`config.mk`:
```
export PLATFORM = sky130hd
export DESIGN_NAME = lefcr_front
export DESIGN_NICKNAME = d
export VERILOG_FILES = /design/src/rtl/core/lefcr_pkg.sv /design/src/rtl/core/lefcr_front.sv
export SDC_FILE = /design/constraint.sdc
export NUM_CORES = 1
export LEC_CHECK = 0
export BUFFER_PORTS_ARGS = -buffer_cell sky130_fd_sc_hd__buf_4
export CAP_MARGIN = 20
export CORE_UTILIZATION = 55
export DETAILED_ROUTE_END_ITERATION = 16
export PLACE_DENSITY = 0.69
export SYNTH_ARGS = -nofsm -noshare
export SYNTH_HDL_FRONTEND = slang
export SYNTH_SLANG_ARGS = --single-unit
```
`constraint.sdc`:
```
create_clock -name clk -period 10.7 [get_ports clk]
set_clock_uncertainty 0.05 [all_clocks]
set_input_delay 2.14 -clock clk [delete_from_list [all_inputs] [get_ports clk]]
set_output_delay 2.14 -clock clk [all_outputs]
set_load 0.01 [all_outputs]
```
`src/rtl/core/lefcr_pkg.sv`:
```
// Shared types, constants and state encodings for the LoG edge filter.
// No dependencies; lefcr_front, lefcr_back and the top level import this package.
package lefcr_pkg;

  // Default maximum frame geometry; the width also sizes the line buffers.
  localparam int DEF_MAX_WIDTH  = 2048;
  localparam int DEF_MAX_HEIGHT = 2048;

  // Configuration register file.
  localparam int CFG_DATA_W = 12;
  typedef enum logic [0:0] {
    CFG_FRAME_WIDTH  = 1'b0,
    CFG_FRAME_HEIGHT = 1'b1
  } cfg_index_t;
  localparam logic [CFG_DATA_W-1:0] RESET_FRAME_WIDTH  = 12'd640;
  localparam logic [CFG_DATA_W-1:0] RESET_FRAME_HEIGHT = 12'd480;

  // Item kinds.
  localparam logic KIND_PIXEL = 1'b0;
  localparam logic KIND_DRAIN = 1'b1;

  // Luma conversion: Y = 4096 + floor((2336*N + 5312) / 10625), which equals
  // 4096 + floor((N*56064 + 127500) / 255000). The division is a multiply by
  // the reciprocal of 10625 scaled by 2^44, exact for every numerator in range.
  localparam logic [17:0] COEF_B      = 18'd114;
  localparam logic [17:0] COEF_G      = 18'd587;
  localparam logic [17:0] COEF_R      = 18'd299;
  localparam logic [29:0] LUMA_SCALE  = 30'd2336;
  localparam logic [29:0] LUMA_ROUND  = 30'd5312;
  localparam logic [30:0] LUMA_RECIP  = 31'd1655735158;
  localparam int          LUMA_SHIFT  = 44;
  localparam logic [15:0] LUMA_OFFSET = 16'd4096;

  // Kernel magnitudes in Q2.14; corners are positive, edges and center negative.
  localparam logic [13:0] K_CORNER     = 14'd8058;
  localparam logic [10:0] K_EDGE_MAG   = 11'd1880;
  localparam logic [14:0] K_CENTER_MAG = 15'd24712;

  // Item passed from the front end to the back end.
  typedef struct packed {
    logic        kind;
    logic [23:0] color;
    logic [15:0] luma;
  } pix_item_t;

  // Result item waiting in the output queue.
  typedef struct packed {
    logic       frame_end;
    logic [7:0] red;
    logic [7:0] green;
    logic [7:0] blue;
  } result_t;

  // Raw frame geometry registers.
  typedef struct packed {
    logic [CFG_DATA_W-1:0] width;
    logic [CFG_DATA_W-1:0] height;
  } frame_cfg_t;

  typedef enum logic [1:0] {
    FE_IDLE,
    FE_SCALE,
    FE_DIV,
    FE_PUSH
  } fe_state_t;

  typedef enum logic [2:0] {
    BE_IDLE,
    BE_UPDATE,
    BE_SUM,
    BE_MUL,
    BE_OUT
  } be_state_t;

endpackage

```
`src/rtl/core/lefcr_front.sv`:
```
// Front end: accepts input items and converts pixels to Q8.8 luma.
// Depends on lefcr_pkg; the division by the luma denominator is a reciprocal multiply.
module lefcr_front (
  input  logic                 clk,
  input  logic                 rst_n,
  input  logic                 in_push,
  output logic                 in_full,
  input  logic                 in_kind,
  input  logic [7:0]           in_blue_in,
  input  logic [7:0]           in_green_in,
  input  logic [7:0]           in_red_in,
  output lefcr_pkg::pix_item_t item_o,
  output logic                 item_push,
  input  logic                 item_full
);

  import lefcr_pkg::*;

  fe_state_t   state_r, state_nxt;
  logic        kind_r;
  logic [23:0] color_r;
  logic [17:0] n_r;
  logic [29:0] y_r;
  logic [15:0] luma_r;

  logic [17:0] n_c;
  logic [29:0] y_c;
  logic [60:0] prod_c;
  logic [15:0] q_c;
  logic        accept;

  assign in_full = (state_r != FE_IDLE);
  assign accept  = in_push && !in_full;

  // Weighted color sum and scaled numerator.
  assign n_c = 18'(in_blue_in) * COEF_B + 18'(in_green_in) * COEF_G
             + 18'(in_red_in) * COEF_R;
  assign y_c = 30'(n_r) * LUMA_SCALE + LUMA_ROUND;

  // Quotient by multiplication with the scaled reciprocal.
  assign prod_c = 61'(y_r) * 61'(LUMA_RECIP);
  assign q_c    = prod_c[LUMA_SHIFT+15:LUMA_SHIFT];

  assign item_o    = '{kind: kind_r, color: color_r, luma: luma_r};
  assign item_push = (state_r == FE_PUSH) && !item_full;

  // State register.
  always_ff @(posedge clk) begin
    if (!rst_n) begin
      state_r <= FE_IDLE;
    end else begin
      state_r <= state_nxt;
    end
  end

  // Next-state logic.
  always_comb begin
    state_nxt = state_r;
    case (state_r)
      FE_IDLE: begin
        if (accept) begin
          state_nxt = (in_kind == KIND_DRAIN) ? FE_PUSH : FE_SCALE;
        end
      end
      FE_SCALE: state_nxt = FE_DIV;
      FE_DIV:   state_nxt = FE_PUSH;
      FE_PUSH: begin
        if (!item_full) begin
          state_nxt = FE_IDLE;
        end
      end
      default: state_nxt = FE_IDLE;
    endcase
  end

  // Datapath registers.
  always_ff @(posedge clk) begin
    case (state_r)
      FE_IDLE: begin
        if (accept) begin
          kind_r <= in_kind;
          n_r    <= n_c;
          if (in_kind == KIND_DRAIN) begin
            color_r <= '0;
            luma_r  <= '0;
          end else begin
            color_r <= {in_red_in, in_green_in, in_blue_in};
          end
        end
      end
      FE_SCALE: begin
        y_r <= y_c;
      end
      FE_DIV: begin
        luma_r <= LUMA_OFFSET + q_c;
      end
      default: begin
      end
    endcase
  end

endmodule

```
==> results of run 1 <==
==> cell type report <==
type	instances	area, um^2
timing repair buffer	73	568
inverter	642	2410
fill	3265	15200
clock inverter	6	71.3
sequential	86	2560
clock buffer	9	225
tap	511	639
multi-input combinational	1362	15900
==> cells in the mapped netlist, types with 4 or more instances <==
| cell type | number | area [um^2] |
|---|---|---|
| inv_1 | 642 | 2410 |
| ha_1 | 477 | 5970 |
| fa_1 | 320 | 6410 |
| edfxtp_1 | 84 | 2520 |
| nor2_1 | 72 | 270 |
| a21oi_1 | 65 | 325 |
| xnor2_1 | 56 | 490 |
| nand2_1 | 48 | 180 |
| o21ai_0 | 36 | 180 |
| a21o_1 | 31 | 233 |
| nand3_1 | 25 | 125 |
| nor2b_1 | 23 | 144 |
| xor2_1 | 22 | 193 |
| nor3_1 | 19 | 95.1 |
| o21a_1 | 14 | 105 |
| o21bai_1 | 13 | 97.6 |
| nand4_1 | 12 | 75.1 |
| and3_1 | 10 | 62.6 |
| o211ai_1 | 10 | 75.1 |
| clkbuf_1 | 9 | 33.8 |
| o2111ai_1 | 8 | 70.1 |
| and2_1 | 7 | 43.8 |
| nand2b_1 | 6 | 37.5 |
| nor4_1 | 6 | 37.5 |
| a211o_1 | 5 | 43.8 |
| a211oi_1 | 5 | 37.5 |
| a31oi_1 | 5 | 31.3 |
| a31o_2 | 4 | 35.0 |
==> worst max-delay path by stage <==
stage | from | end | slack [ns] | cells after the start
floorplan | in_blue_in[0] | n_r[17]$_DFFE_PP_ | 2.87 | 23
global placement | in_blue_in[0] | n_r[17]$_DFFE_PP_ | 2.40 | 26
detailed placement | in_blue_in[0] | n_r[17]$_DFFE_PP_ | 2.35 | 24
CTS | y_r[20]$_DFFE_PN_ | luma_r[15]$_SDFFCE_PN0P_ | 2.64 | 27
global route | y_r[20]$_DFFE_PN_ | luma_r[15]$_SDFFCE_PN0P_ | 2.25 | 27
finish | y_r[20]$_DFFE_PN_ | luma_r[15]$_SDFFCE_PN0P_ | 2.57 | 27
==> cell families after synthesis <==
family                   count (synthesis)
adder cells (fa/ha/maj)                797
multiplexers                             3
flip-flops                              86
AND/OR/NAND/NOR                        252
XOR/XNOR                                78
AO/OA/AOI/OAI                          232
buffers and inverters                  652
==> routing by layer <==
layer / vias to the layer above / routed length (um) / global-route usage [%]
li1: 6828 / - / -
met4: 0 / 1670 / 9.16
met5: - / 0 / 0
met1: 7003 / 21400 / 34.4
met2: 288 / 24600 / 47.7
met3: 81 / 1820 / 3.35
==> worst max-delay path, stage by stage (launching register included) <==
cell and delay (ns):
edfxtp_1 0.60, inv_1 0.20, fa_1 0.56, inv_1 0.05, fa_1 0.45, ha_1 0.28
inv_1 0.05, fa_1 0.53, inv_1 0.05, fa_1 0.50, inv_1 0.05, fa_1 0.47
inv_1 0.05, fa_1 0.53, inv_1 0.05, fa_1 0.50, inv_1 0.05, ha_1 0.40
nand3_1 0.14, nor2_1 0.16, o2111ai_1 0.19, o2111ai_1 0.47, nand3_1 0.15, nand3_1 0.23
nand2_1 0.17, o311ai_1 0.41, nand3_1 0.18, mux2_1 0.35
==> metrics by stage <==
stage	hold slack [ns]	cell area (um^2)	std cells	worst slack, ns	utilization (%)
finish	0.517	22400	2689	2.57	59.7
global route	0.525	22400	2689	2.25	59.7
CTS	0.519	22400	2688	2.64	59.6
detailed placement	0.504	22100	2673	2.35	58.8
global placement	0.492	22100	2673	2.40	58.8
floorplan	0.383	21000	2100	2.87	-
==> flip-flops by register name (all words and copies together) (netlist names) <==
signal,count
n_r,18
luma_r,16
color_r,24
y_r,25
state_r,2
kind_r,1
==> results.toml, run 1 <==
[synth]
synth_cells = 2100
syn-mean-instance-area_um2 = 9.98
synth_seq_area_share_pct = 12.2
yosys.area_share.simple_pct = 6.04
syn_nets = 2926
synth.distinct_cells = 73
async_reset_ff_share_pct = 0
synth_edf_count = 84
synthFlopType = "edfxtp_1"
yosys_warnings = 0
synth_xor_area_share_pct = 3.26
muxShareOfSynthArea_pct = 0.149
ys_ff_latch = 86
synthAdderAreaFrac_pct = 59.1
synth_top_family_by_area = "adder cells"
netlist_area_um2 = 21000
synth-compound-area-share_pct = 7.57

[layout]
nets = 3000
drive_above_1_share_pct = 5.00
final_cell_mix = "inv_1 (642), ha_1 (477), fa_1 (320)"
num_antenna_cells = 0
final_common_cell = "inv_1"
area_growth_pct = 6.99

[clock_network]
htree_num_levels = 3
post-cts-setup-buffers = 0
cts.path.max_buffers = 2
cts_resized = 0
clkTransAtPathRegs_ns = 0.07
clock_latency_ns = 0.37
numClockSinks = 86
cts_root_buf = "clkbuf_16"
cts_tree = "built"
cts_hold_buf = 0
cts_inserted_buffers = 9

[floorplan]
start_util_pct = 55.8
die_w_um = 197
fp.dieArea_um2 = 38900
fp.dieH_um = 197
core-area_um2 = 37600
fp-row-count = 71
num_io_pins = 72

[timing]
tns_ns = 0
hold_viol = 0
slew-limit-headroom_pct = 30.9
max_freq_mhz = 123
period_minus_slack_ns = 8.13
rsz0062_at_grt = "no"
setup_viol = 0
drv_slew = 0
finalCritPeriodShare_pct = 76.0
max_slew.worst_pin.slew_ns = 1.04

[worst_setup_path]
crit_required_ns = 10.77
start_kind = "register"
cp_max_fo = 7
crit_type = "reg2reg"
r2r-start = "y_r[20]$_DFFE_PN_"
reg2reg_slack_ns = 2.57
crit_arrival_ns = 8.20
timing.critical_path.to_type = "register"
reg2reg_depth = 27
worst_r2r_endpoint = "luma_r[15]$_SDFFCE_PN0P_"

[worst_hold_path]
hold_depth = 1
hold_class = "reg2reg"
min_from = "state_r[1]$_SDFFE_PN0P_"
min_to = "state_r[1]$_SDFFE_PN0P_"

[grt]
grtUsageTotal_pct = 27.1
grt_max_degree = 44
grt_pass1_vias = 15229
grt_overflow = 0
grt_pass1_wl_um = 79900
antenna_found_initial = 0

[route]
ant_nets = 0
drcViolationCount = 0
vias = 14200
first_iter_violations = 688
wire_per_inst_um = 18.4
drt_wl_total_um = 49500
via_per_inst = 5.28
drtPass1Iterations = 5

[place]
hpwl_um = 43900
gp_congestion = 0.986
portBuffers = 71

[status]
outcome = "complete, no violations"

[run]
maxCapViolCount = 0
Power of run 1 is left out: the tool's default activity adds up to more than one toggle a clock period on the data nets, which glitch-free logic cannot reach.
==> run 2: changes to the inputs <==
--- a/config.mk
+++ b/config.mk
@@ -9,7 +9,7 @@
 export CAP_MARGIN = 20
 export CORE_UTILIZATION = 55
 export DETAILED_ROUTE_END_ITERATION = 16
-export PLACE_DENSITY = 0.69
+export PLACE_DENSITY = 0.72
 export SYNTH_ARGS = -nofsm -noshare
 export SYNTH_HDL_FRONTEND = slang
 export SYNTH_SLANG_ARGS = --single-unit
==> constraint.sdc (replaced) <==
create_clock -name clk -period 7.34 [get_ports clk]
set_clock_uncertainty 0.05 [all_clocks]
set_input_delay 1.468 -clock clk [delete_from_list [all_inputs] [get_ports clk]]
set_output_delay 1.468 -clock clk [all_outputs]
set_load 0.01 [all_outputs]
==> run 2 against run 1 <==
First-iteration DRC count fell by 4.8%; hold slack improved by 0.0045 ns; largest cell class unchanged; clock-buffer cell count rose by 1.
==> results.toml, run 2 (synthesis results as in run 1) <==
[status]
outcome = "complete, no violations"

[route]
wire_per_inst_um = 18.2
drt_wl_total_um = 51300
drcViolationCount = 0
ant_nets = 0
drtPass1Iterations = 5
first_iter_violations = 655
via_per_inst = 5.21
vias = 14707

[worst_setup_path]
start_kind = "register"
crit_slowest_cell = "fa_1"
crit_arrival_ns = 7.37
max_stage_delay_ns = 0.56
crit_family = "adder cells"
crit_top_cell = "inv_2"
crit_buf_inv = 8
cp_max_fo = 3
crit_required_ns = 7.40
timing.critical_path.to_type = "register"
crit_type = "reg2reg"

[timing]
max_slew.worst_pin.slew_ns = 1.05
max_freq_mhz = 137
drv_slew = 0
tns_ns = 0
setup_viol = 0
hold_ws_ns = 0.522
period_minus_slack_ns = 7.31
hold_viol = 0
rsz0062_at_grt = "yes"
slew-limit-headroom_pct = 30.3
finalCritPeriodShare_pct = 99.6

[clock_network]
cts_hold_buf = 0
htree_num_levels = 3
cts_root_buf = "clkbuf_16"
cts.path.max_buffers = 2
cts_inserted_buffers = 9
numClockSinks = 86
clock_latency_ns = 0.38
cts_tree = "built"
clkTransAtPathRegs_ns = 0.07

[grt]
grt_max_degree = 44
grt_pass1_vias = 15972
antenna_found_initial = 0
grt_pass1_wl_um = 81400
grtUsageTotal_pct = 27.6
grt_overflow = 0

[floorplan]
fp-row-count = 71
num_io_pins = 72
fp.dieArea_um2 = 38900
start_util_pct = 55.8
die_w_um = 197
fp.dieH_um = 197
core-area_um2 = 37600

[layout]
nets = 3131
final_cell_mix = "inv_1 (626), ha_1 (466), fa_1 (317)"
drive_above_1_share_pct = 13.0
final_common_cell = "inv_1"
multi_input_area_um2 = 16300
top_register = "y_r"
nFillCells = 3052
reg.largest.list = "y_r: 25 flops, color_r: 24 flops, n_r: 18 flops"
num_antenna_cells = 0
area_growth_pct = 13.6
ff_latch_area_um2 = 2560
largest_reg_flops = 25

[place]
hpwl_um = 45700
portBuffers = 71
gp_congestion = 0.962

[worst_hold_path]
hold_class = "reg2reg"

[run]
maxCapViolCount = 0
run 2: cell count changes in the layout (fill, tap and decap cells not counted), moves of 4 or more:
cell     delta
nand3_1     -5
ha_4        +9
inv_2      +16
nor3_1      -4
ha_1       -11
buf_4     +131
inv_1      -16
run 2: area by class of cell:
cell class	count	share of cell area, %
multi-input cells	1362	68.6
flip-flops and latches	86	10.8
inverters	642	10.1
repair buffers	204	6.51
well taps	511	2.69
clock buffers	10	0.962
clock inverters	6	0.389
run 2: worst register-to-register path: cells and delay by family (launching register included):
| kind | cells | cell delay (ns) |
|---|---|---|
| buf+inv | 8 | 0.37 |
| xor+xnor | 1 | 0.19 |
| simple gates | 4 | 0.65 |
| flops | 1 | 0.36 |
| compound gates | 5 | 1.09 |
| fa+ha+maj | 10 | 4.35 |
run 2: metal layers:
metal / track usage [%] / vias to the layer above / routed length (um)
met5: 0 / - / 0
met4: 10.4 / 0 / 1790
met3: 3.23 / 86 / 1640
met2: 49.7 / 292 / 26400
met1: 33.8 / 7235 / 21500
li1: - / 7094 / -
run 2: final timing paths:
path | cells after the start | startpoint | end | slack, ns
max reg2reg | 28 | y_r[22]$_DFFE_PN_ | luma_r[14]$_SDFFCE_PN0P_ | 0.03
min | 1 | state_r[1]$_SDFFE_PN0P_ | state_r[1]$_SDFFE_PN0P_ | 0.52
min reg2reg | 1 | state_r[1]$_SDFFE_PN0P_ | state_r[1]$_SDFFE_PN0P_ | 0.52
max | 28 | y_r[22]$_DFFE_PN_ | luma_r[14]$_SDFFCE_PN0P_ | 0.03
run 2: timing repair:
| action | in CTS | in global routing |
|---|---|---|
| setup endpoints to repair | 3 | 14 |
| pin swaps | 13 | 28 |
| gates resized for setup | 23 | 55 |
| setup buffers | 2 | 8 |
| cloned | 0 | 0 |
run 2: stage by stage:
stage	utilization, %	instances	instance area (um^2)	worst slack [ns]
2_1_floorplan	-	2100	21000	0.177
3_3_place_gp	61.2	2796	23000	-0.140
3_5_place_dp	61.2	2796	23000	-0.260
4_1_cts	62.4	2814	23500	-0.00867
5_1_grt	63.3	2821	23800	-0.171
6_report	63.3	2821	23800	0.0277
Power of run 2 is left out for the same reason.
