--- config.mk ---
export PLATFORM = sky130hd
export DESIGN_NAME = lefcr_fifo
export DESIGN_NICKNAME = d
export VERILOG_FILES = /design/src/rtl/core/lefcr_fifo.sv
export SDC_FILE = /design/constraint.sdc
export NUM_CORES = 1
export LEC_CHECK = 0
export BUFFER_PORTS_ARGS = -buffer_cell sky130_fd_sc_hd__clkbuf_2
export CORE_ASPECT_RATIO = 1.25
export CORE_MARGIN = 3
export CORE_UTILIZATION = 49
export DETAILED_ROUTE_END_ITERATION = 8
export PLACE_DENSITY = 0.75
export SYNTH_ARGS = -nofsm -noshare
export SYNTH_HDL_FRONTEND = slang
export SYNTH_SLANG_ARGS = --single-unit
--- constraint.sdc ---
create_clock -name clk -period 1.8 [get_ports clk]
set_input_delay 0.18 -clock clk [delete_from_list [all_inputs] [get_ports clk]]
set_output_delay 0.18 -clock clk [all_outputs]
set_load 0.01 [all_outputs]
--- src/rtl/core/lefcr_fifo.sv ---
// Small first-word-fall-through queue of registers.
// No dependencies; used between front and back end and on the result side.
module lefcr_fifo #(
  parameter int WIDTH = 8,
  parameter int DEPTH = 2
) (
  input  logic             clk,
  input  logic             rst_n,
  input  logic             push,
  input  logic [WIDTH-1:0] din,
  output logic             full,
  input  logic             pop,
  output logic [WIDTH-1:0] dout,
  output logic             empty
);

  localparam int AW   = (DEPTH > 1) ? $clog2(DEPTH) : 1;
  localparam int CNTW = $clog2(DEPTH + 1);

  logic [WIDTH-1:0] mem_r [DEPTH];
  logic [AW-1:0]    wr_ptr_r, rd_ptr_r;
  logic [CNTW-1:0]  cnt_r;
  logic             do_push, do_pop;

  assign full    = (cnt_r == CNTW'(DEPTH));
  assign empty   = (cnt_r == '0);
  assign do_push = push && !full;
  assign do_pop  = pop && !empty;
  assign dout    = mem_r[rd_ptr_r];

  // Storage for queued entries.
  always_ff @(posedge clk) begin
    if (do_push) begin
      mem_r[wr_ptr_r] <= din;
    end
  end

  // Pointers and fill count.
  always_ff @(posedge clk) begin
    if (!rst_n) begin
      wr_ptr_r <= '0;
      rd_ptr_r <= '0;
      cnt_r    <= '0;
    end else begin
      if (do_push) begin
        wr_ptr_r <= (wr_ptr_r == AW'(DEPTH - 1)) ? '0 : wr_ptr_r + 1'b1;
      end
      if (do_pop) begin
        rd_ptr_r <= (rd_ptr_r == AW'(DEPTH - 1)) ? '0 : rd_ptr_r + 1'b1;
      end
      if (do_push && !do_pop) begin
        cnt_r <= cnt_r + 1'b1;
      end else if (do_pop && !do_push) begin
        cnt_r <= cnt_r - 1'b1;
      end
    end
  end

endmodule

==> metrics.txt, run 1 <==
# TYPE chip_impl_metric gauge
chip_impl_info{name="run_status",value="finished, final reports clean"} 1
chip_impl_metric{name="share_of_yosys_cell_area_claimed_by_the_top_area_cell_type",unit=""} 0.5935
chip_impl_metric{name="grt_pass1_vias",unit=""} 513
chip_impl_metric{name="clock_tree.htree_level_count",unit=""} 1
chip_impl_metric{name="postLayoutSetupSlackWorst",unit="ps"} 204.1
chip_impl_metric{name="tritoncts.num_buffers",unit=""} 3
chip_impl_metric{name="place.gp.congestion",unit=""} 0.7055
chip_impl_metric{name="timing.setup.tns",unit="ps"} 0
chip_impl_metric{name="timing.final.crit_period",unit="ps"} 1596
chip_impl_metric{name="timing.slew.headroom",unit=""} 0.7499
chip_impl_metric{name="max-clock-path-buffers",unit=""} 2
chip_impl_metric{name="grt_max_degree",unit=""} 13
chip_impl_metric{name="placement.setup.worst_slack",unit="ps"} 194.0
chip_impl_metric{name="area_delta_synth_final",unit="%"} 20.25
chip_impl_metric{name="dp_cells",unit=""} 89
chip_impl_metric{name="synth_area_in_simple_gates",unit=""} 0.06801
chip_impl_metric{name="max_slew.worst_pin.slew",unit="ps"} 374.7
chip_impl_metric{name="synth-warning-count",unit=""} 0
chip_impl_info{name="path_class",value="flop to flop"} 1
chip_impl_metric{name="finalMaxSlewViolations",unit=""} 0
chip_impl_metric{name="via_count",unit=""} 477
chip_impl_info{name="synth.largest_area_cell",value="edfxtp_1"} 1
chip_impl_info{name="tritoncts",value="done"} 1
chip_impl_metric{name="globalRouteTotalUtil",unit=""} 0.1381
chip_impl_info{name="layout_commonest_cell",value="clkbuf_2"} 1
chip_impl_metric{name="finish.cell_count_without_fillers",unit=""} 93
chip_impl_metric{name="tritoncts_num_sinks",unit=""} 21
chip_impl_metric{name="antenna_cells_inserted",unit=""} 0
chip_impl_info{name="min_path_type",value="input port to flop"} 1
chip_impl_metric{name="clock-skew-final",unit="ps"} 1.051
chip_impl_metric{name="postCtsSetupRepairBufs",unit=""} 0
chip_impl_metric{name="cp.arrival",unit="ps"} 1830
chip_impl_info{name="most-common-layout-cells",value="clkbuf_2, edfxtp_1, mux2_2, dfxtp_1"} 1
chip_impl_metric{name="layout.area.seq",unit="sq um"} 580.6
chip_impl_metric{name="total_power",unit="mW"} 1.322
chip_impl_metric{name="synth_compound_gate_area_share",unit=""} 0.04019
chip_impl_metric{name="insertion_delay",unit="ps"} 290
chip_impl_metric{name="synth_xor_area_frac",unit=""} 0.03246
chip_impl_info{name="timing.critical_path.cells",value="nand2b_1 -> inv_2 -> nor2_1 -> ha_1 -> or3_1 -> a21boi_1"} 1
chip_impl_info{name="synth_top_family_by_area",value="multiplexers"} 1
chip_impl_metric{name="syn-mean-instance-area",unit="sq um"} 16.19
chip_impl_metric{name="finish.utilization",unit=""} 0.6650
chip_impl_metric{name="post_synth_instance_area",unit="sq um"} 809.5
chip_impl_metric{name="route.detailed.drc",unit=""} 0
chip_impl_metric{name="detailed_place.area",unit="sq um"} 945.9
chip_impl_metric{name="post_cts_resize_count",unit=""} 0
chip_impl_metric{name="detail_route.vias_per_cell",unit=""} 5.129
chip_impl_metric{name="die_outline_area",unit="sq mm"} 0.002179
chip_impl_metric{name="critPathMaxFanout",unit=""} 5
chip_impl_metric{name="synth.net_count",unit=""} 63
chip_impl_metric{name="globalRoute.totalOverflow",unit=""} 0
chip_impl_metric{name="fin_hold_ws",unit="ps"} 66.10
chip_impl_metric{name="drive_gt1_frac",unit=""} 0.4868
chip_impl_metric{name="max_clock_freq",unit="MHz"} 626.6
chip_impl_metric{name="cts.reportedPaths.clkPinSlew",unit="ps"} 110
chip_impl_metric{name="critPathMaxStageDelay",unit="ps"} 430
chip_impl_metric{name="die_h",unit="um"} 51.45
chip_impl_metric{name="layout_worst_path_cycle_share",unit=""} 0.8866
chip_impl_metric{name="wire_per_inst",unit="um"} 13.38
chip_impl_metric{name="design_area",unit="sq um"} 973.4
chip_impl_info{name="start_kind",value="flop"} 1
chip_impl_metric{name="placement_rows",unit=""} 15
chip_impl_metric{name="top_level_ports",unit=""} 22
chip_impl_metric{name="drv_cap",unit=""} 0
chip_impl_metric{name="synth.yosys.seq_area_share",unit=""} 0.7172
chip_impl_metric{name="wire_length_of_the_first_global_routing_pass",unit="um"} 2208
chip_impl_info{name="critPathCaptureType",value="flop"} 1
chip_impl_metric{name="initial_utilization",unit=""} 0.5530
chip_impl_metric{name="numPortBuffers",unit=""} 21
chip_impl_info{name="root_buffer_cell",value="clkbuf_4"} 1
chip_impl_info{name="post_synth_main_area_contributors",value="edfxtp_1, dfxtp_1, mux2_2, and2_1, xnor2_1"} 1
chip_impl_metric{name="final_nets",unit=""} 90
chip_impl_metric{name="multi_input_combinational_cell_area",unit="sq um"} 216.5
chip_impl_metric{name="antenna_found_initial",unit=""} 0
chip_impl_metric{name="core-area",unit="sq mm"} 0.001464
chip_impl_metric{name="total_detailed_routing_wirelength",unit="um"} 1244
chip_impl_metric{name="synth-seq-cells",unit=""} 21
chip_impl_metric{name="ant_nets",unit=""} 0
chip_impl_metric{name="synth_adder_area_share",unit=""} 0.01546
chip_impl_metric{name="synth.mux.area_fraction",unit=""} 0.1113
chip_impl_metric{name="number_of_setup_violations_in_the_final_report",unit=""} 0
chip_impl_metric{name="yosysUniqueCellTypes",unit=""} 20
chip_impl_metric{name="first_iter_violations",unit=""} 3
chip_impl_metric{name="synthCells",unit=""} 50
chip_impl_metric{name="die-width",unit="um"} 42.36
chip_impl_metric{name="crit_required",unit="ps"} 2040
chip_impl_metric{name="cts_hold_buffers",unit=""} 0
chip_impl_metric{name="leakage",unit="nW"} 0.3957
chip_impl_metric{name="fill_cells",unit=""} 103
chip_impl_metric{name="vdd_ir_drop_max",unit="mV"} 0.8826
chip_impl_metric{name="number_of_detailed_routing_iterations_run_before_antenna_repair",unit=""} 4
chip_impl_info{name="crit_path_top_delay_cell",value="dfxtp_1"} 1
chip_impl_info{name="rsz_0062_raised_after_global_routing",value="false"} 1
chip_impl_metric{name="powerDensity",unit="mW/mm^2"} 1358
chip_impl_metric{name="fin_hold_viols",unit=""} 0
cell families (layout without fill, tap and decap cells):
group / Yosys count / in the layout
xor gates and xnor gates: 3 / 3
AOI/OAI and AO/OA: 5 / 5
muxes: 8 / 8
adders and majority gates: 1 / 1
buffers and inverters: 3 / 29
and+or+nand+nor: 9 / 9
DFF: 21 / 21
flip-flops by register name (all words and copies together) (netlist names), named ones only:
name      flops
mem_r        16
rd_ptr_r      1
cnt_r         2
wr_ptr_r      1
final cells by class:
cell class | instances | share of cell area
sequential | 21 | 0.5964
multi-input combinational | 26 | 0.2224
timing repair buffer | 23 | 0.1234
clock buffer | 3 | 0.02314
tap | 17 | 0.02185
inverter | 2 | 0.007712
clock inverter | 1 | 0.005141
per-layer routing:
layer,part of all wire,vias up,global-route usage
met5,0,-,0
met4,0.023,0,0.06218
met3,0.054,5,0.04225
met2,0.52,17,0.2538
met1,0.40,220,0.1406
li1,-,235,-
critical path: cells and delay by family, from the launching register on:
| family | cells | cell delay [ps] |
|---|---|---|
| adder cells (fa/ha/maj) | 1 | 270 |
| AO/OA/AOI/OAI | 1 | 140 |
| AND/OR/NAND/NOR | 3 | 650 |
| flip-flops | 1 | 430 |
| buffers and inverters | 1 | 60 |
worst paths after layout:
kind              startpoint     endpoint  slack (ps)  cells after the start
setup / recovery    cnt_r[0]     cnt_r[1]         200                      6
hold / removal        din[6]  mem_r[1][6]          70                      1
setup reg to reg    cnt_r[0]     cnt_r[1]         200                      6
hold reg to reg     cnt_r[1]     cnt_r[1]         530                      2
Yosys cell counts, drive strengths merged:
cell / count
nand2b: 1
edfxtp: 16
buf: 1
mux2: 8
o21a: 1
nor3: 1
xnor2: 2
o21ai: 2
a21boi: 2
and3: 1
ha: 1
and2: 3
dfxtp: 5
inv: 2
xor2: 1
nor2: 2
or3: 1
power breakdown:
| group | switching (mW) | leakage [nW] | internal [mW] |
|---|---|---|---|
| clock network | 0.132 | 0.0177 | 0.0828 |
| registers | 0.0665 | 0.191 | 0.618 |
| logic | 0.198 | 0.187 | 0.224 |
Power figures use the tool's default switching activity.
==> run 2, diff against run 1 <==
--- a/config.mk
+++ b/config.mk
@@ -5,7 +5,7 @@
 export SDC_FILE = /design/constraint.sdc
 export NUM_CORES = 1
 export LEC_CHECK = 0
-export BUFFER_PORTS_ARGS = -buffer_cell sky130_fd_sc_hd__clkbuf_2
+export BUFFER_PORTS_ARGS = -buffer_cell sky130_fd_sc_hd__buf_2
 export CORE_ASPECT_RATIO = 1.25
 export CORE_MARGIN = 3
 export CORE_UTILIZATION = 49
==> run 2 against run 1 <==
  * Setup slack improved by 54 ps
  * Count of clock-buffer cells in the layout unchanged
  * Register-to-register slack better by 50 ps
  * Non-clock buffer count is the same
  * First-iteration DRC count is the same
  * Sequential share of layout area unchanged
  * Critical path type unchanged
==> metrics.txt, run 2 (synthesized netlist as in run 1, its figures left out) <==
# TYPE chip_impl_metric gauge
chip_impl_info{name="run_status",value="finished, final reports clean"} 1
chip_impl_metric{name="ant_nets",unit=""} 0
chip_impl_metric{name="tritoncts_num_sinks",unit=""} 21
chip_impl_metric{name="clock-skew-final",unit="ps"} 4.007
chip_impl_metric{name="timing.setup.tns",unit="ps"} 0
chip_impl_metric{name="timing.final.crit_period",unit="ps"} 1542
chip_impl_metric{name="numPortBuffers",unit=""} 21
chip_impl_info{name="rsz_0062_raised_after_global_routing",value="false"} 1
chip_impl_metric{name="clock_tree.htree_level_count",unit=""} 1
chip_impl_metric{name="initial_utilization",unit=""} 0.5530
chip_impl_metric{name="core-area",unit="sq mm"} 0.001464
chip_impl_metric{name="via_count",unit=""} 461
chip_impl_metric{name="drv_cap",unit=""} 0
chip_impl_info{name="path_class",value="flop to flop"} 1
chip_impl_info{name="min_path_type",value="input port to flop"} 1
chip_impl_metric{name="fin_hold_viols",unit=""} 0
chip_impl_metric{name="insertion_delay",unit="ps"} 290
chip_impl_metric{name="clock_network_fraction_of_design_power",unit=""} 0.162
chip_impl_info{name="start_kind",value="flop"} 1
chip_impl_metric{name="die_outline_area",unit="sq mm"} 0.002179
chip_impl_metric{name="final_nets",unit=""} 90
chip_impl_metric{name="power.switching",unit="uW"} 380.5
chip_impl_metric{name="place.gp.congestion",unit=""} 0.7243
chip_impl_metric{name="crit_required",unit="ps"} 2030
chip_impl_metric{name="vdd_ir_drop_max",unit="mV"} 0.7760
chip_impl_info{name="root_buffer_cell",value="clkbuf_4"} 1
chip_impl_metric{name="ff2ff_setup_slack",unit="ps"} 260
chip_impl_info{name="timing.rr.start",value="cnt_r[0]"} 1
chip_impl_info{name="regMostFlops",value="mem_r"} 1
chip_impl_metric{name="max_clock_freq",unit="MHz"} 648.4
chip_impl_metric{name="die_h",unit="um"} 51.45
chip_impl_metric{name="placement_rows",unit=""} 15
chip_impl_metric{name="fill_cells",unit=""} 123
chip_impl_info{name="worst_r2r_endpoint",value="cnt_r[1]"} 1
chip_impl_info{name="worst_setup_path_endpoint",value="cnt_r[1]"} 1
chip_impl_metric{name="post_cts_resize_count",unit=""} 0
chip_impl_metric{name="finish.utilization",unit=""} 0.6650
chip_impl_metric{name="seq_power_share",unit=""} 0.523
chip_impl_metric{name="powerDensity",unit="mW/mm^2"} 1341
chip_impl_metric{name="wire_length_of_the_first_global_routing_pass",unit="um"} 1952
chip_impl_metric{name="wire_per_inst",unit="um"} 12.46
chip_impl_metric{name="part_of_the_total_power_dissipated_in_combinational_logic",unit=""} 0.315
chip_impl_metric{name="switching_share_of_total_power",unit=""} 0.2915
chip_impl_metric{name="grt_max_degree",unit=""} 13
chip_impl_metric{name="fin_hold_ws",unit="ps"} 71.66
chip_impl_metric{name="antenna_found_initial",unit=""} 0
chip_impl_info{name="most-common-layout-cells",value="buf_2, edfxtp_1, mux2_2, dfxtp_1"} 1
chip_impl_metric{name="grt_pass1_vias",unit=""} 467
chip_impl_metric{name="timing.slew.headroom",unit=""} 0.7496
chip_impl_metric{name="largest_register_ffs",unit=""} 16
chip_impl_info{name="crit_start",value="cnt_r[0]"} 1
chip_impl_metric{name="cts.reportedPaths.clkPinSlew",unit="ps"} 110
chip_impl_metric{name="number_of_detailed_routing_iterations_run_before_antenna_repair",unit=""} 2
chip_impl_metric{name="tritoncts.num_buffers",unit=""} 3
chip_impl_metric{name="total_detailed_routing_wirelength",unit="um"} 1159
chip_impl_metric{name="multi_input_combinational_cell_area",unit="sq um"} 216.5
chip_impl_metric{name="worst_r2r_path_depth",unit=""} 6
chip_impl_metric{name="critPathMaxFanout",unit=""} 5
chip_impl_metric{name="detail_route.vias_per_cell",unit=""} 4.957
chip_impl_metric{name="layout.area.seq",unit="sq um"} 580.6
chip_impl_info{name="reg.largest.list",value="mem_r: 16 flops, cnt_r: 2 flops"} 1
chip_impl_metric{name="max-clock-path-buffers",unit=""} 2
chip_impl_info{name="layout_commonest_cell",value="buf_2"} 1
chip_impl_metric{name="globalRoute.totalOverflow",unit=""} 0
chip_impl_metric{name="cts_hold_buffers",unit=""} 0
chip_impl_metric{name="finalMaxSlewViolations",unit=""} 0
chip_impl_metric{name="first_iter_violations",unit=""} 3
chip_impl_metric{name="postCtsSetupRepairBufs",unit=""} 0
chip_impl_metric{name="leakage",unit="nW"} 0.3917
chip_impl_metric{name="internal_power",unit="uW"} 924.8
chip_impl_metric{name="cp.arrival",unit="ps"} 1770
chip_impl_metric{name="max_slew.worst_pin.slew",unit="ps"} 375.6
chip_impl_metric{name="top_level_ports",unit=""} 22
chip_impl_metric{name="layout_worst_path_cycle_share",unit=""} 0.8568
chip_impl_metric{name="die-width",unit="um"} 42.36
chip_impl_metric{name="area_delta_synth_final",unit="%"} 20.25
chip_impl_metric{name="drive_gt1_frac",unit=""} 0.4868
chip_impl_info{name="critPathCaptureType",value="flop"} 1
chip_impl_metric{name="antenna_cells_inserted",unit=""} 0
chip_impl_metric{name="number_of_setup_violations_in_the_final_report",unit=""} 0
chip_impl_metric{name="detailed_place_hpwl",unit="um"} 882
chip_impl_info{name="tritoncts",value="done"} 1
chip_impl_metric{name="globalRouteTotalUtil",unit=""} 0.1244
chip_impl_metric{name="route.detailed.drc",unit=""} 0
==> run 2: how the worst min path moves through the flow <==
stage / from / slack (ps) / end / cells after the start
2_1_floorplan: din[0] / 280 / mem_r[0][0] / 0
3_3_place_gp: din[6] / 370 / mem_r[1][6] / 1
3_5_place_dp: din[4] / 370 / mem_r[0][4] / 1
4_1_cts: din[4] / 60 / mem_r[1][4] / 1
5_1_grt: din[4] / 50 / mem_r[1][4] / 1
6_report: din[4] / 70 / mem_r[1][4] / 1
==> run 2: through the flow <==
| stage | setup WS, ps | total power, mW | cell area (sq um) | instances |
|---|---|---|---|---|
| 6_report | 257.7 | 1.305 | 973.4 | 93 |
| 5_1_grt | 123.4 | 1.399 | 973.4 | 93 |
| 4_1_cts | 226.6 | 1.326 | 973.4 | 93 |
| 3_5_place_dp | 246.6 | 1.114 | 945.9 | 89 |
| 3_3_place_gp | 311.2 | 1.106 | 945.9 | 89 |
| 2_1_floorplan | 329.0 | 0.9674 | 809.5 | 50 |
==> run 2: routing by layer <==
layer,track usage,vias up,routed length (um)
li1,-,235,-
met1,0.1353,210,519
met2,0.2208,14,546
met3,0.02113,2,72
met4,0.07772,0,21
met5,0,-,0
==> run 2: critical path: stages, from the launching register on <==
cell	delay, ps
dfxtp_1	420
nand2b_1	170
inv_2	50
nor2_1	90
ha_1	260
or3_1	350
a21boi_1	140
==> run 2: layout make-up <==
class | count | share of cell area
Multi-Input combinational cell | 26 | 0.2224
Clock inverter | 1 | 0.005141
Sequential cell | 21 | 0.5964
Inverter | 2 | 0.007712
Clock buffer | 3 | 0.02314
Timing Repair Buffer | 23 | 0.1234
Tap cell | 17 | 0.02185
==> run 2: power by group through the flow <==
stage | Combinational (mW) | Clock (mW) | Sequential (mW)
5_1_grt | 0.463 | 0.238 | 0.698
3_3_place_gp | 0.414 | 0 | 0.692
2_1_floorplan | 0.307 | 0 | 0.661
4_1_cts | 0.420 | 0.220 | 0.686
3_5_place_dp | 0.418 | 0 | 0.696
6_report | 0.411 | 0.212 | 0.682
