## config.mk

```make
export PLATFORM = sky130hd
export DESIGN_NAME = lefcr_back
export DESIGN_NICKNAME = d
export VERILOG_FILES = /design/src/rtl/core/lefcr_pkg.sv /design/src/rtl/core/lefcr_back.sv
export SDC_FILE = /design/constraint.sdc
export NUM_CORES = 2
export LEC_CHECK = 0
export BUFFER_PORTS_ARGS = -buffer_cell sky130_fd_sc_hd__buf_2
export CAP_MARGIN = 25
export CORE_MARGIN = 2
export CORE_UTILIZATION = 31
export CTS_BUF_LIST = sky130_fd_sc_hd__clkbuf_8
export DETAILED_ROUTE_END_ITERATION = 8
export GPL_TIMING_DRIVEN = 0
export PLACE_DENSITY = 0.57
export SYNTH_ARGS = -nofsm -noshare
export SYNTH_HDL_FRONTEND = slang
export SYNTH_SLANG_ARGS = --single-unit
```

## constraint.sdc

```tcl
create_clock -name clk -period 9.91 [get_ports clk]
set_input_delay 0.991 -clock clk [delete_from_list [all_inputs] [get_ports clk]]
set_output_delay 0.991 -clock clk [all_outputs]
set_load 0.005 [all_outputs]
```

## src/rtl/core/lefcr_pkg.sv

```systemverilog
// Shared types, constants and state encodings for the LoG edge filter.
// No dependencies; lefcr_front, lefcr_back and the top level import this package.
package lefcr_pkg;

  // Default maximum frame geometry; the width also sizes the line buffers.
  localparam int DEF_MAX_WIDTH  = 2048;
  localparam int DEF_MAX_HEIGHT = 2048;

  // Configuration register file.
  localparam int CFG_DATA_W = 12;
  typedef enum logic [0:0] {
    CFG_FRAME_WIDTH  = 1'b0,
    CFG_FRAME_HEIGHT = 1'b1
  } cfg_index_t;
  localparam logic [CFG_DATA_W-1:0] RESET_FRAME_WIDTH  = 12'd640;
  localparam logic [CFG_DATA_W-1:0] RESET_FRAME_HEIGHT = 12'd480;

  // Item kinds.
  localparam logic KIND_PIXEL = 1'b0;
  localparam logic KIND_DRAIN = 1'b1;

  // Luma conversion: Y = 4096 + floor((2336*N + 5312) / 10625), which equals
  // 4096 + floor((N*56064 + 127500) / 255000). The division is a multiply by
  // the reciprocal of 10625 scaled by 2^44, exact for every numerator in range.
  localparam logic [17:0] COEF_B      = 18'd114;
  localparam logic [17:0] COEF_G      = 18'd587;
  localparam logic [17:0] COEF_R      = 18'd299;
  localparam logic [29:0] LUMA_SCALE  = 30'd2336;
  localparam logic [29:0] LUMA_ROUND  = 30'd5312;
  localparam logic [30:0] LUMA_RECIP  = 31'd1655735158;
  localparam int          LUMA_SHIFT  = 44;
  localparam logic [15:0] LUMA_OFFSET = 16'd4096;

  // Kernel magnitudes in Q2.14; corners are positive, edges and center negative.
  localparam logic [13:0] K_CORNER     = 14'd8058;
  localparam logic [10:0] K_EDGE_MAG   = 11'd1880;
  localparam logic [14:0] K_CENTER_MAG = 15'd24712;

  // Item passed from the front end to the back end.
  typedef struct packed {
    logic        kind;
    logic [23:0] color;
    logic [15:0] luma;
  } pix_item_t;

  // Result item waiting in the output queue.
  typedef struct packed {
    logic       frame_end;
    logic [7:0] red;
    logic [7:0] green;
    logic [7:0] blue;
  } result_t;

  // Raw frame geometry registers.
  typedef struct packed {
    logic [CFG_DATA_W-1:0] width;
    logic [CFG_DATA_W-1:0] height;
  } frame_cfg_t;

  typedef enum logic [1:0] {
    FE_IDLE,
    FE_SCALE,
    FE_DIV,
    FE_PUSH
  } fe_state_t;

  typedef enum logic [2:0] {
    BE_IDLE,
    BE_UPDATE,
    BE_SUM,
    BE_MUL,
    BE_OUT
  } be_state_t;

endpackage

```

## src/rtl/core/lefcr_back.sv

```systemverilog
// Back end: line buffer access, 3x3 luma window, position tracking and LoG filter.
// Depends on lefcr_pkg; the line buffers are lefcr_ram instances in the top level.
module lefcr_back #(
  parameter int MAX_WIDTH  = lefcr_pkg::DEF_MAX_WIDTH,
  parameter int MAX_HEIGHT = lefcr_pkg::DEF_MAX_HEIGHT
) (
  input  logic                         clk,
  input  logic                         rst_n,
  input  lefcr_pkg::frame_cfg_t        cfg,
  input  lefcr_pkg::pix_item_t         item_i,
  input  logic                         item_empty,
  output logic                         item_pop,
  output logic [$clog2(MAX_WIDTH)-1:0] line_addr,
  input  logic [39:0]                  recent_rdata,
  input  logic [15:0]                  older_rdata,
  output logic                         line_we,
  output logic [39:0]                  recent_wdata,
  output logic [15:0]                  older_wdata,
  output lefcr_pkg::result_t           res_o,
  output logic                         res_push,
  input  logic                         res_full
);

  import lefcr_pkg::*;

  localparam int CW  = $clog2(MAX_WIDTH);
  localparam int RW  = (MAX_HEIGHT > 1) ? $clog2(MAX_HEIGHT) : 1;
  localparam int PW  = $clog2(MAX_WIDTH + 2);
  localparam int WB  = $clog2(MAX_WIDTH + 1);
  localparam int HB  = $clog2(MAX_HEIGHT + 1);
  localparam int XA  = ((WB > HB) ? WB : HB) + 2;
  localparam int XW  = (XA > CFG_DATA_W + 1) ? XA : CFG_DATA_W + 1;

  be_state_t   state_r, state_nxt;
  pix_item_t   item_r;
  logic [CW-1:0] col_r;
  logic [RW-1:0] row_r;
  logic [PW-1:0] pend_r;
  logic [15:0] lw_r [9];
  logic [23:0] cc_r;
  logic        fe_r;
  logic [17:0] csum_r, esum_r;
  logic [15:0] ctr_r;
  logic [31:0] pc_r;
  logic [28:0] pe_r;
  logic [30:0] pz_r;

  logic [XW-1:0] w_x, h_x, cw_x, ch_x;
  logic [XW-1:0] c_x, r_x, pend_x, cinc_x, rinc_x;
  logic [XW-1:0] col_nxt_x, row_nxt_x, pend_nxt_x;
  logic          drain, emit, in_region, start, drop;
  logic signed [33:0] sum_c;
  logic [33:0]   mag_c;
  logic [7:0]    m_c;

  // Geometry clamped to the supported range.
  assign cw_x = XW'(cfg.width);
  assign ch_x = XW'(cfg.height);
  assign w_x  = (cw_x < XW'(4)) ? XW'(4) : (cw_x > XW'(MAX_WIDTH)) ? XW'(MAX_WIDTH) : cw_x;
  assign h_x  = (ch_x < XW'(4)) ? XW'(4) : (ch_x > XW'(MAX_HEIGHT)) ? XW'(MAX_HEIGHT) : ch_x;

  assign c_x    = XW'(col_r);
  assign r_x    = XW'(row_r);
  assign pend_x = XW'(pend_r);
  assign drain  = (item_r.kind == KIND_DRAIN);

  // Start a transfer only when the result queue can take its result.
  assign start = (state_r == BE_IDLE) && !item_empty && !res_full;
  assign drop  = (item_i.kind == KIND_DRAIN) && (pend_r == '0);
  assign item_pop = start;

  // Line buffers are addressed by the current column for the whole item.
  assign line_addr    = col_r;
  assign line_we      = (state_r == BE_UPDATE);
  assign recent_wdata = {item_r.luma, item_r.color};
  assign older_wdata  = recent_rdata[39:24];

  // Fill/drain accounting and position advance.
  always_comb begin
    emit       = 1'b1;
    pend_nxt_x = pend_x;
    if (drain) begin
      pend_nxt_x = pend_x - 1'b1;
    end else if (pend_x >= w_x + 1'b1) begin
      pend_nxt_x = w_x + 1'b1;
    end else begin
      emit       = 1'b0;
      pend_nxt_x = pend_x + 1'b1;
    end
    cinc_x    = c_x + 1'b1;
    rinc_x    = r_x + 1'b1;
    col_nxt_x = cinc_x;
    row_nxt_x = r_x;
    if (cinc_x >= w_x) begin
      col_nxt_x = '0;
      row_nxt_x = (rinc_x >= h_x) ? '0 : rinc_x;
    end
    if (drain && (pend_nxt_x == '0)) begin
      col_nxt_x = '0;
      row_nxt_x = '0;
    end
  end

  // The delayed center pixel sits one column and one row behind the input.
  assign in_region = (c_x >= XW'(1)) && (r_x >= XW'(1))
                  && ((c_x - 1'b1) >= (w_x >> 2))
                  && ((c_x - 1'b1) < ((w_x + (w_x << 1)) >> 2))
                  && ((r_x - 1'b1) >= (h_x >> 2))
                  && ((r_x - 1'b1) < ((h_x + (h_x << 1)) >> 2));

  // Final kernel sum, magnitude and saturation.
  assign sum_c = $signed({2'b00, pc_r}) - $signed({5'b0, pe_r}) - $signed({3'b000, pz_r});
  assign mag_c = sum_c[33] ? 34'(-sum_c) : 34'(sum_c);
  assign m_c   = (mag_c[33:22] > 12'd255) ? 8'hFF : mag_c[29:22];

  // Result selection.
  always_comb begin
    res_push = 1'b0;
    res_o    = '{frame_end: fe_r, red: m_c, green: m_c, blue: m_c};
    if (state_r == BE_UPDATE) begin
      res_push = emit && !in_region;
      res_o    = '{frame_end: (col_r == '0) && (row_r == '0),
                   red: cc_r[23:16], green: cc_r[15:8], blue: cc_r[7:0]};
    end else if (state_r == BE_OUT) begin
      res_push = 1'b1;
    end
  end

  // State register.
  always_ff @(posedge clk) begin
    if (!rst_n) begin
      state_r <= BE_IDLE;
    end else begin
      state_r <= state_nxt;
    end
  end

  // Next-state logic.
  always_comb begin
    state_nxt = state_r;
    case (state_r)
      BE_IDLE: begin
        if (start && !drop) begin
          state_nxt = BE_UPDATE;
        end
      end
      BE_UPDATE: state_nxt = (emit && in_region) ? BE_SUM : BE_IDLE;
      BE_SUM:    state_nxt = BE_MUL;
      BE_MUL:    state_nxt = BE_OUT;
      BE_OUT:    state_nxt = BE_IDLE;
      default:   state_nxt = BE_IDLE;
    endcase
  end

  // Position, fill state, luma window and delayed center color.
  always_ff @(posedge clk) begin
    if (!rst_n) begin
      col_r  <= '0;
      row_r  <= '0;
      pend_r <= '0;
      cc_r   <= '0;
      for (int i = 0; i < 9; i++) begin
        lw_r[i] <= '0;
      end
    end else if (state_r == BE_UPDATE) begin
      col_r  <= col_nxt_x[CW-1:0];
      row_r  <= row_nxt_x[RW-1:0];
      pend_r <= pend_nxt_x[PW-1:0];
      cc_r   <= recent_rdata[23:0];
      for (int k = 0; k < 3; k++) begin
        lw_r[k*3]     <= lw_r[k*3 + 1];
        lw_r[k*3 + 1] <= lw_r[k*3 + 2];
      end
      lw_r[2] <= older_rdata;
      lw_r[5] <= recent_rdata[39:24];
      lw_r[8] <= item_r.luma;
    end
  end

  // Item capture and filter pipeline registers.
  always_ff @(posedge clk) begin
    if (start) begin
      item_r <= item_i;
    end
    if (state_r == BE_UPDATE) begin
      fe_r <= (col_r == '0) && (row_r == '0);
    end
    if (state_r == BE_SUM) begin
      csum_r <= 18'(lw_r[0]) + 18'(lw_r[2]) + 18'(lw_r[6]) + 18'(lw_r[8]);
      esum_r <= 18'(lw_r[1]) + 18'(lw_r[3]) + 18'(lw_r[5]) + 18'(lw_r[7]);
      ctr_r  <= lw_r[4];
    end
    if (state_r == BE_MUL) begin
      pc_r <= 32'(csum_r) * 32'(K_CORNER);
      pe_r <= 29'(esum_r) * 29'(K_EDGE_MAG);
      pz_r <= 31'(ctr_r) * 31'(K_CENTER_MAG);
    end
  end

`ifndef SYNTHESIS
  // An empty pipeline always sits at the frame origin.
  a_origin_when_empty: assert property (@(posedge clk) disable iff (!rst_n)
    (pend_r == '0) |-> ((col_r == '0) && (row_r == '0)))
    else $error("pipeline empty away from frame origin");

  // A result is only produced when the result queue has room.
  a_res_room: assert property (@(posedge clk) disable iff (!rst_n)
    res_push |-> !res_full)
    else $error("result transfer into a full queue");

  // The update step always follows the pop of its item.
  a_update_after_pop: assert property (@(posedge clk) disable iff (!rst_n)
    (state_r == BE_UPDATE) |-> $past(item_pop))
    else $error("update without a popped item");

  // The filter result is pushed in BE_OUT, after the BE_SUM and BE_MUL steps.
  a_filter_latency: assert property (@(posedge clk) disable iff (!rst_n)
    (state_r == BE_UPDATE && emit && in_region) |=> ##2 res_push)
    else $error("filter result not delivered on time");
`endif

endmodule

```

==> impl.org <==
** Run status
- The run finished with clean final reports.

** Finish
- After the last flow step, the layout net total stands at 4245.
- Relative to the synthesized area, the layout overhead comes to 13.5%.
- For this run, the number of standard cells in the final layout without fillers is 4855.
- Fraction of final layout cells sized beyond drive strength 1 :: 11.5%
- After routing the design area is 37600 um^2.

** STA
- For the finished layout, the period the worst path requires is 8.21 ns.
- Pin slew with the least headroom to its limit :: 0.871 ns
- Unrepaired setup endpoints after global routing :: no
- Setup clock skew after layout :: 0.0462 ns
- Number of slew-limit violations in the final report :: 0
- Period Utilization, post-route :: 82.9%
- The hold violation total from the final report is 0.
- Setup violations remaining at the end of the flow were counted as 0.
- Worst Hold Slack :: 0.463 ns
- Max_slew headroom :: 41.9%
- Static timing analysis puts the maximum clock frequency at 122 MHz.
- Sum Neg Setup Slack :: 0 ns

** Setup path
- Worst Setup Start Kind :: flop
- In this run the critical register-to-register path is launched from csum_r[0].
- Worst Setup Path Type :: reg -> out
- CP Capture Type :: primary output
- The worst register-to-register path has a depth of 17.
- Destination of the worst register-to-register timing path :: pc_r[30]
- Across all register-to-register paths, the minimum setup slack is 3.75 ns.
- Data on the critical path is required at its endpoint by 8.92 ns.
- Of all nets on the critical path, the largest fanout is 10.
- Data on the critical path arrives at its endpoint at 7.22 ns.

** Clocking
- TritonCTS clock tree :: done
- Post-CTS setup buffer count :: 0
- Hold Buf Count CTS :: 0
- The cell sitting at the root of the clock tree is a sky130_fd_sc_hd__clkbuf_8.
- Clock sink total :: 383
- Cts bufs inserted :: 69
- No sink is reached through more buffers than the 3 on the longest clock path.
- Clock-pin slew was measured on the worst setup and hold paths at 0.06 ns.
- Gates resized during post-CTS repair numbered 0.
- H-tree depth :: 3
- Later-pin clock latency in the skew report :: 0.70 ns

** Worst hold path
- Worst Hold Endpoint :: recent_wdata[36]
- HP Class :: in -> reg
- Hold Path Origin :: item_i[12]
- Cell depth of the worst hold path :: 1

** Pwr
- Power comes to 4.14 mW.
- VDD sags by at most 0.0997 mV.
- Leakage dissipation :: 17.2 nW
- Power density over the cells :: 110 nW/um^2

** Global routing
- Overall routing resource usage :: 14.8%
- Wire length of the first global-routing pass :: 128000 um
- Entering global routing, the biggest net connects 76 pins.
- The via count of the first global-routing pass came to 23300.
- Global routing finished with a remaining overflow of 0.
- The number of antenna violations at the first check in global routing was 2.

** Floorplan
- FP Rows :: 119
- Pin placement for this block handled 220 I/O pins.
- The die covers 110000 um^2.
- Measured along the y axis, the die boundary spans 331 um.
- Starting density of the core :: 31.4%
- Horizontal extent of the die :: 331 um
- Core ar. :: 106000 um^2

** Logic synthesis
- Mean post-synth cell area :: 10.7 um^2
- After synthesis, the share of flip-flops with an asynchronous set or reset is 0%.
- EDFF count, synth :: 322
- Synthesized instance count :: 3102
- The number of nets handed over by synthesis was 3935.
- Among all flip-flop cells after synthesis, the most frequent one is sky130_fd_sc_hd__edfxtp_1.
- The mapped netlist covers 33200 um^2.
- Yosys attributes the largest share of cell area to sky130_fd_sc_hd__edfxtp_1, sky130_fd_sc_hd__ha_1, sky130_fd_sc_hd__fa_1, sky130_fd_sc_hd__dfxtp_1, sky130_fd_sc_hd__inv_1.
- Yosys reg bits :: 383
- The Yosys step of the flow raised 0 warnings.
- Summed over its instances, the top area cell type makes up 29.2% of the synthesized netlist area.
- sky130_fd_sc_hd__edfxtp_1 takes more of the synthesized area than any other cell.
- For this run, the register share of the synthesized area comes to 32.8%.
- Count of cell types in the netlist :: 83

** Route
- For this run, the detailed router's first-pass iteration total came to 6.
- Violation count after the first detailed-routing iteration :: 1264
- Post-route antenna net violation count :: 0
- Across all layers, the routed design uses 23600 vias.
- Final wirelength :: 80400 um
- DRC violation count after routing :: 0
- After detailed routing, the average wire length per cell comes to 16.6 um.
- Via density per instance :: 4.87

** Placement
- Detailed placement ended at an HPWL of 65700 um.
- Post-Place Cells :: 4732
- Summing all placed instances gives a cell area of 36200 um^2.
- The congestion estimate from routability-driven global placement came to 0.862.
- Buffers placed on the I/O ports in this run total 218.

** Run
- Max_cap viols :: 0
power by group:
part / switching, mW / internal (mW) / total (mW) / leakage (nW)
clock network: 0.738 / 0.830 / 1.57 / 0.786
registers: 0.0444 / 1.82 / 1.87 / 3.61
logic: 0.403 / 0.302 / 0.705 / 12.8
layout make-up:
cell class | count | area (um^2)
Clock inverter | 52 | 433
Clock buffer | 70 | 963
Tap cell | 1391 | 1740
Buffer | 106 | 468
Inverter | 318 | 1200
Antenna cell | 1 | 2.50
Timing Repair Buffer | 239 | 1310
Sequential cell | 383 | 10900
Fill cell | 10600 | 68100
Multi-Input combinational cell | 2295 | 20600
state kept, by name (all words and copies together) (netlist names):
register      flops
esum_r           18
drain             1
recent_wdata     40
fe_r              1
pe_r             26
csum_r           18
line_addr        11
pc_r             30
pend_r           12
row_r            11
state_r           3
pz_r             28
cc_r             24
ctr_r            16
lw_r            144
worst max-delay path: stages, from the launching register on:
cell and delay (ns):
sky130_fd_sc_hd__edfxtp_1 0.39, sky130_fd_sc_hd__ha_1 0.35, sky130_fd_sc_hd__a21o_1 0.20, sky130_fd_sc_hd__or3_1 0.37, sky130_fd_sc_hd__o211a_1 0.26, sky130_fd_sc_hd__o41ai_1 0.45
sky130_fd_sc_hd__o2111a_1 0.31, sky130_fd_sc_hd__nor2_1 0.08, sky130_fd_sc_hd__and2_1 0.18, sky130_fd_sc_hd__o21ai_0 0.14, sky130_fd_sc_hd__nand2b_1 0.08, sky130_fd_sc_hd__xor2_1 0.16
sky130_fd_sc_hd__ha_1 0.28, sky130_fd_sc_hd__clkbuf_1 0.31, sky130_fd_sc_hd__nand2_1 0.20, sky130_fd_sc_hd__nor4_1 0.38, sky130_fd_sc_hd__and3_1 0.20, sky130_fd_sc_hd__nand3_1 0.10
sky130_fd_sc_hd__nand2_1 0.16, sky130_fd_sc_hd__a22oi_1 0.17, sky130_fd_sc_hd__and3_1 0.19, sky130_fd_sc_hd__a2111oi_0 0.51, sky130_fd_sc_hd__mux2_2 0.25, sky130_fd_sc_hd__o211ai_1 0.15
sky130_fd_sc_hd__clkbuf_1 0.27, sky130_fd_sc_hd__a31oi_1 0.24, sky130_fd_sc_hd__buf_2 0.15
synth_stat cells (all sizes together) (22+ instances only):
cell and count:
nor2 157, xor2 61, xnor2 131, inv 318, a21boi 40, nor2b 32, nand2b 27, o21a 22
edfxtp 322, dfxtp 61, a21o 84, nor3 46, a21oi 140, buf 22, o21ai 103, a31oi 35
o211ai 22, clkbuf 84, fa 250, nand3 70, and3 180, ha 458, nand2 176
stage by stage:
stage               setup WS (ns)  utilization, %
floorplan                    2.64               -
global placement           -0.622            34.0
detailed placement           2.18            34.3
CTS                          1.64            35.6
global route                 1.07            35.6
finish                       1.70            35.6
cell usage in the layout, fill, tap and decap left out, types with 61 or more instances in the layout:
master                     count
sky130_fd_sc_hd__nand3_1      70
sky130_fd_sc_hd__ha_1        458
sky130_fd_sc_hd__a21oi_1     140
sky130_fd_sc_hd__clkbuf_1     84
sky130_fd_sc_hd__xor2_1       61
sky130_fd_sc_hd__buf_2       221
sky130_fd_sc_hd__edfxtp_1    322
sky130_fd_sc_hd__dfxtp_1      61
sky130_fd_sc_hd__clkbuf_8     70
sky130_fd_sc_hd__nand2_1     176
sky130_fd_sc_hd__a21o_1       84
sky130_fd_sc_hd__fa_1        250
sky130_fd_sc_hd__and3_1      180
sky130_fd_sc_hd__xnor2_1     131
sky130_fd_sc_hd__o21ai_0     100
sky130_fd_sc_hd__inv_1       339
sky130_fd_sc_hd__nor2_1      156
cells by family (layout without fill, tap and decap cells):
kind of cell | after synthesis | count (layout) | synth area share, %
adders and majority gates | 708 | 708 | 32.4
xor gates and xnor gates | 192 | 192 | 5.07
other | 0 | 1 | 0
muxes | 8 | 8 | 0.253
and+or+nand+nor | 801 | 801 | 12.6
AOI/OAI and AO/OA | 586 | 586 | 11.8
buffers and inverters | 424 | 785 | 5.01
DFF | 383 | 383 | 32.8
metal layers:
metal / GRT usage [%] / wire [um]
met5: 0 / 0
met4: 3.89 / 1630
met2: 24.4 / 37700
met1: 20.3 / 37900
met3: 2.11 / 3160
how the worst max path moves through the flow:
| stage | startpoint | to | slack (ns) | cells past startpoint |
|---|---|---|---|---|
| 2_1_floorplan | state_r[0] | pc_r[10] | 2.64 | 2 |
| 3_3_place_gp | item_empty | item_pop | -0.62 | 3 |
| 3_5_place_dp | cfg[18] | res_push | 2.18 | 28 |
| 4_1_cts | pc_r[7] | res_o[11] | 1.64 | 26 |
| 5_1_grt | pc_r[7] | res_o[11] | 1.07 | 26 |
| 6_report | pc_r[7] | res_o[11] | 1.70 | 26 |
(Power assumes the default switching activity.)
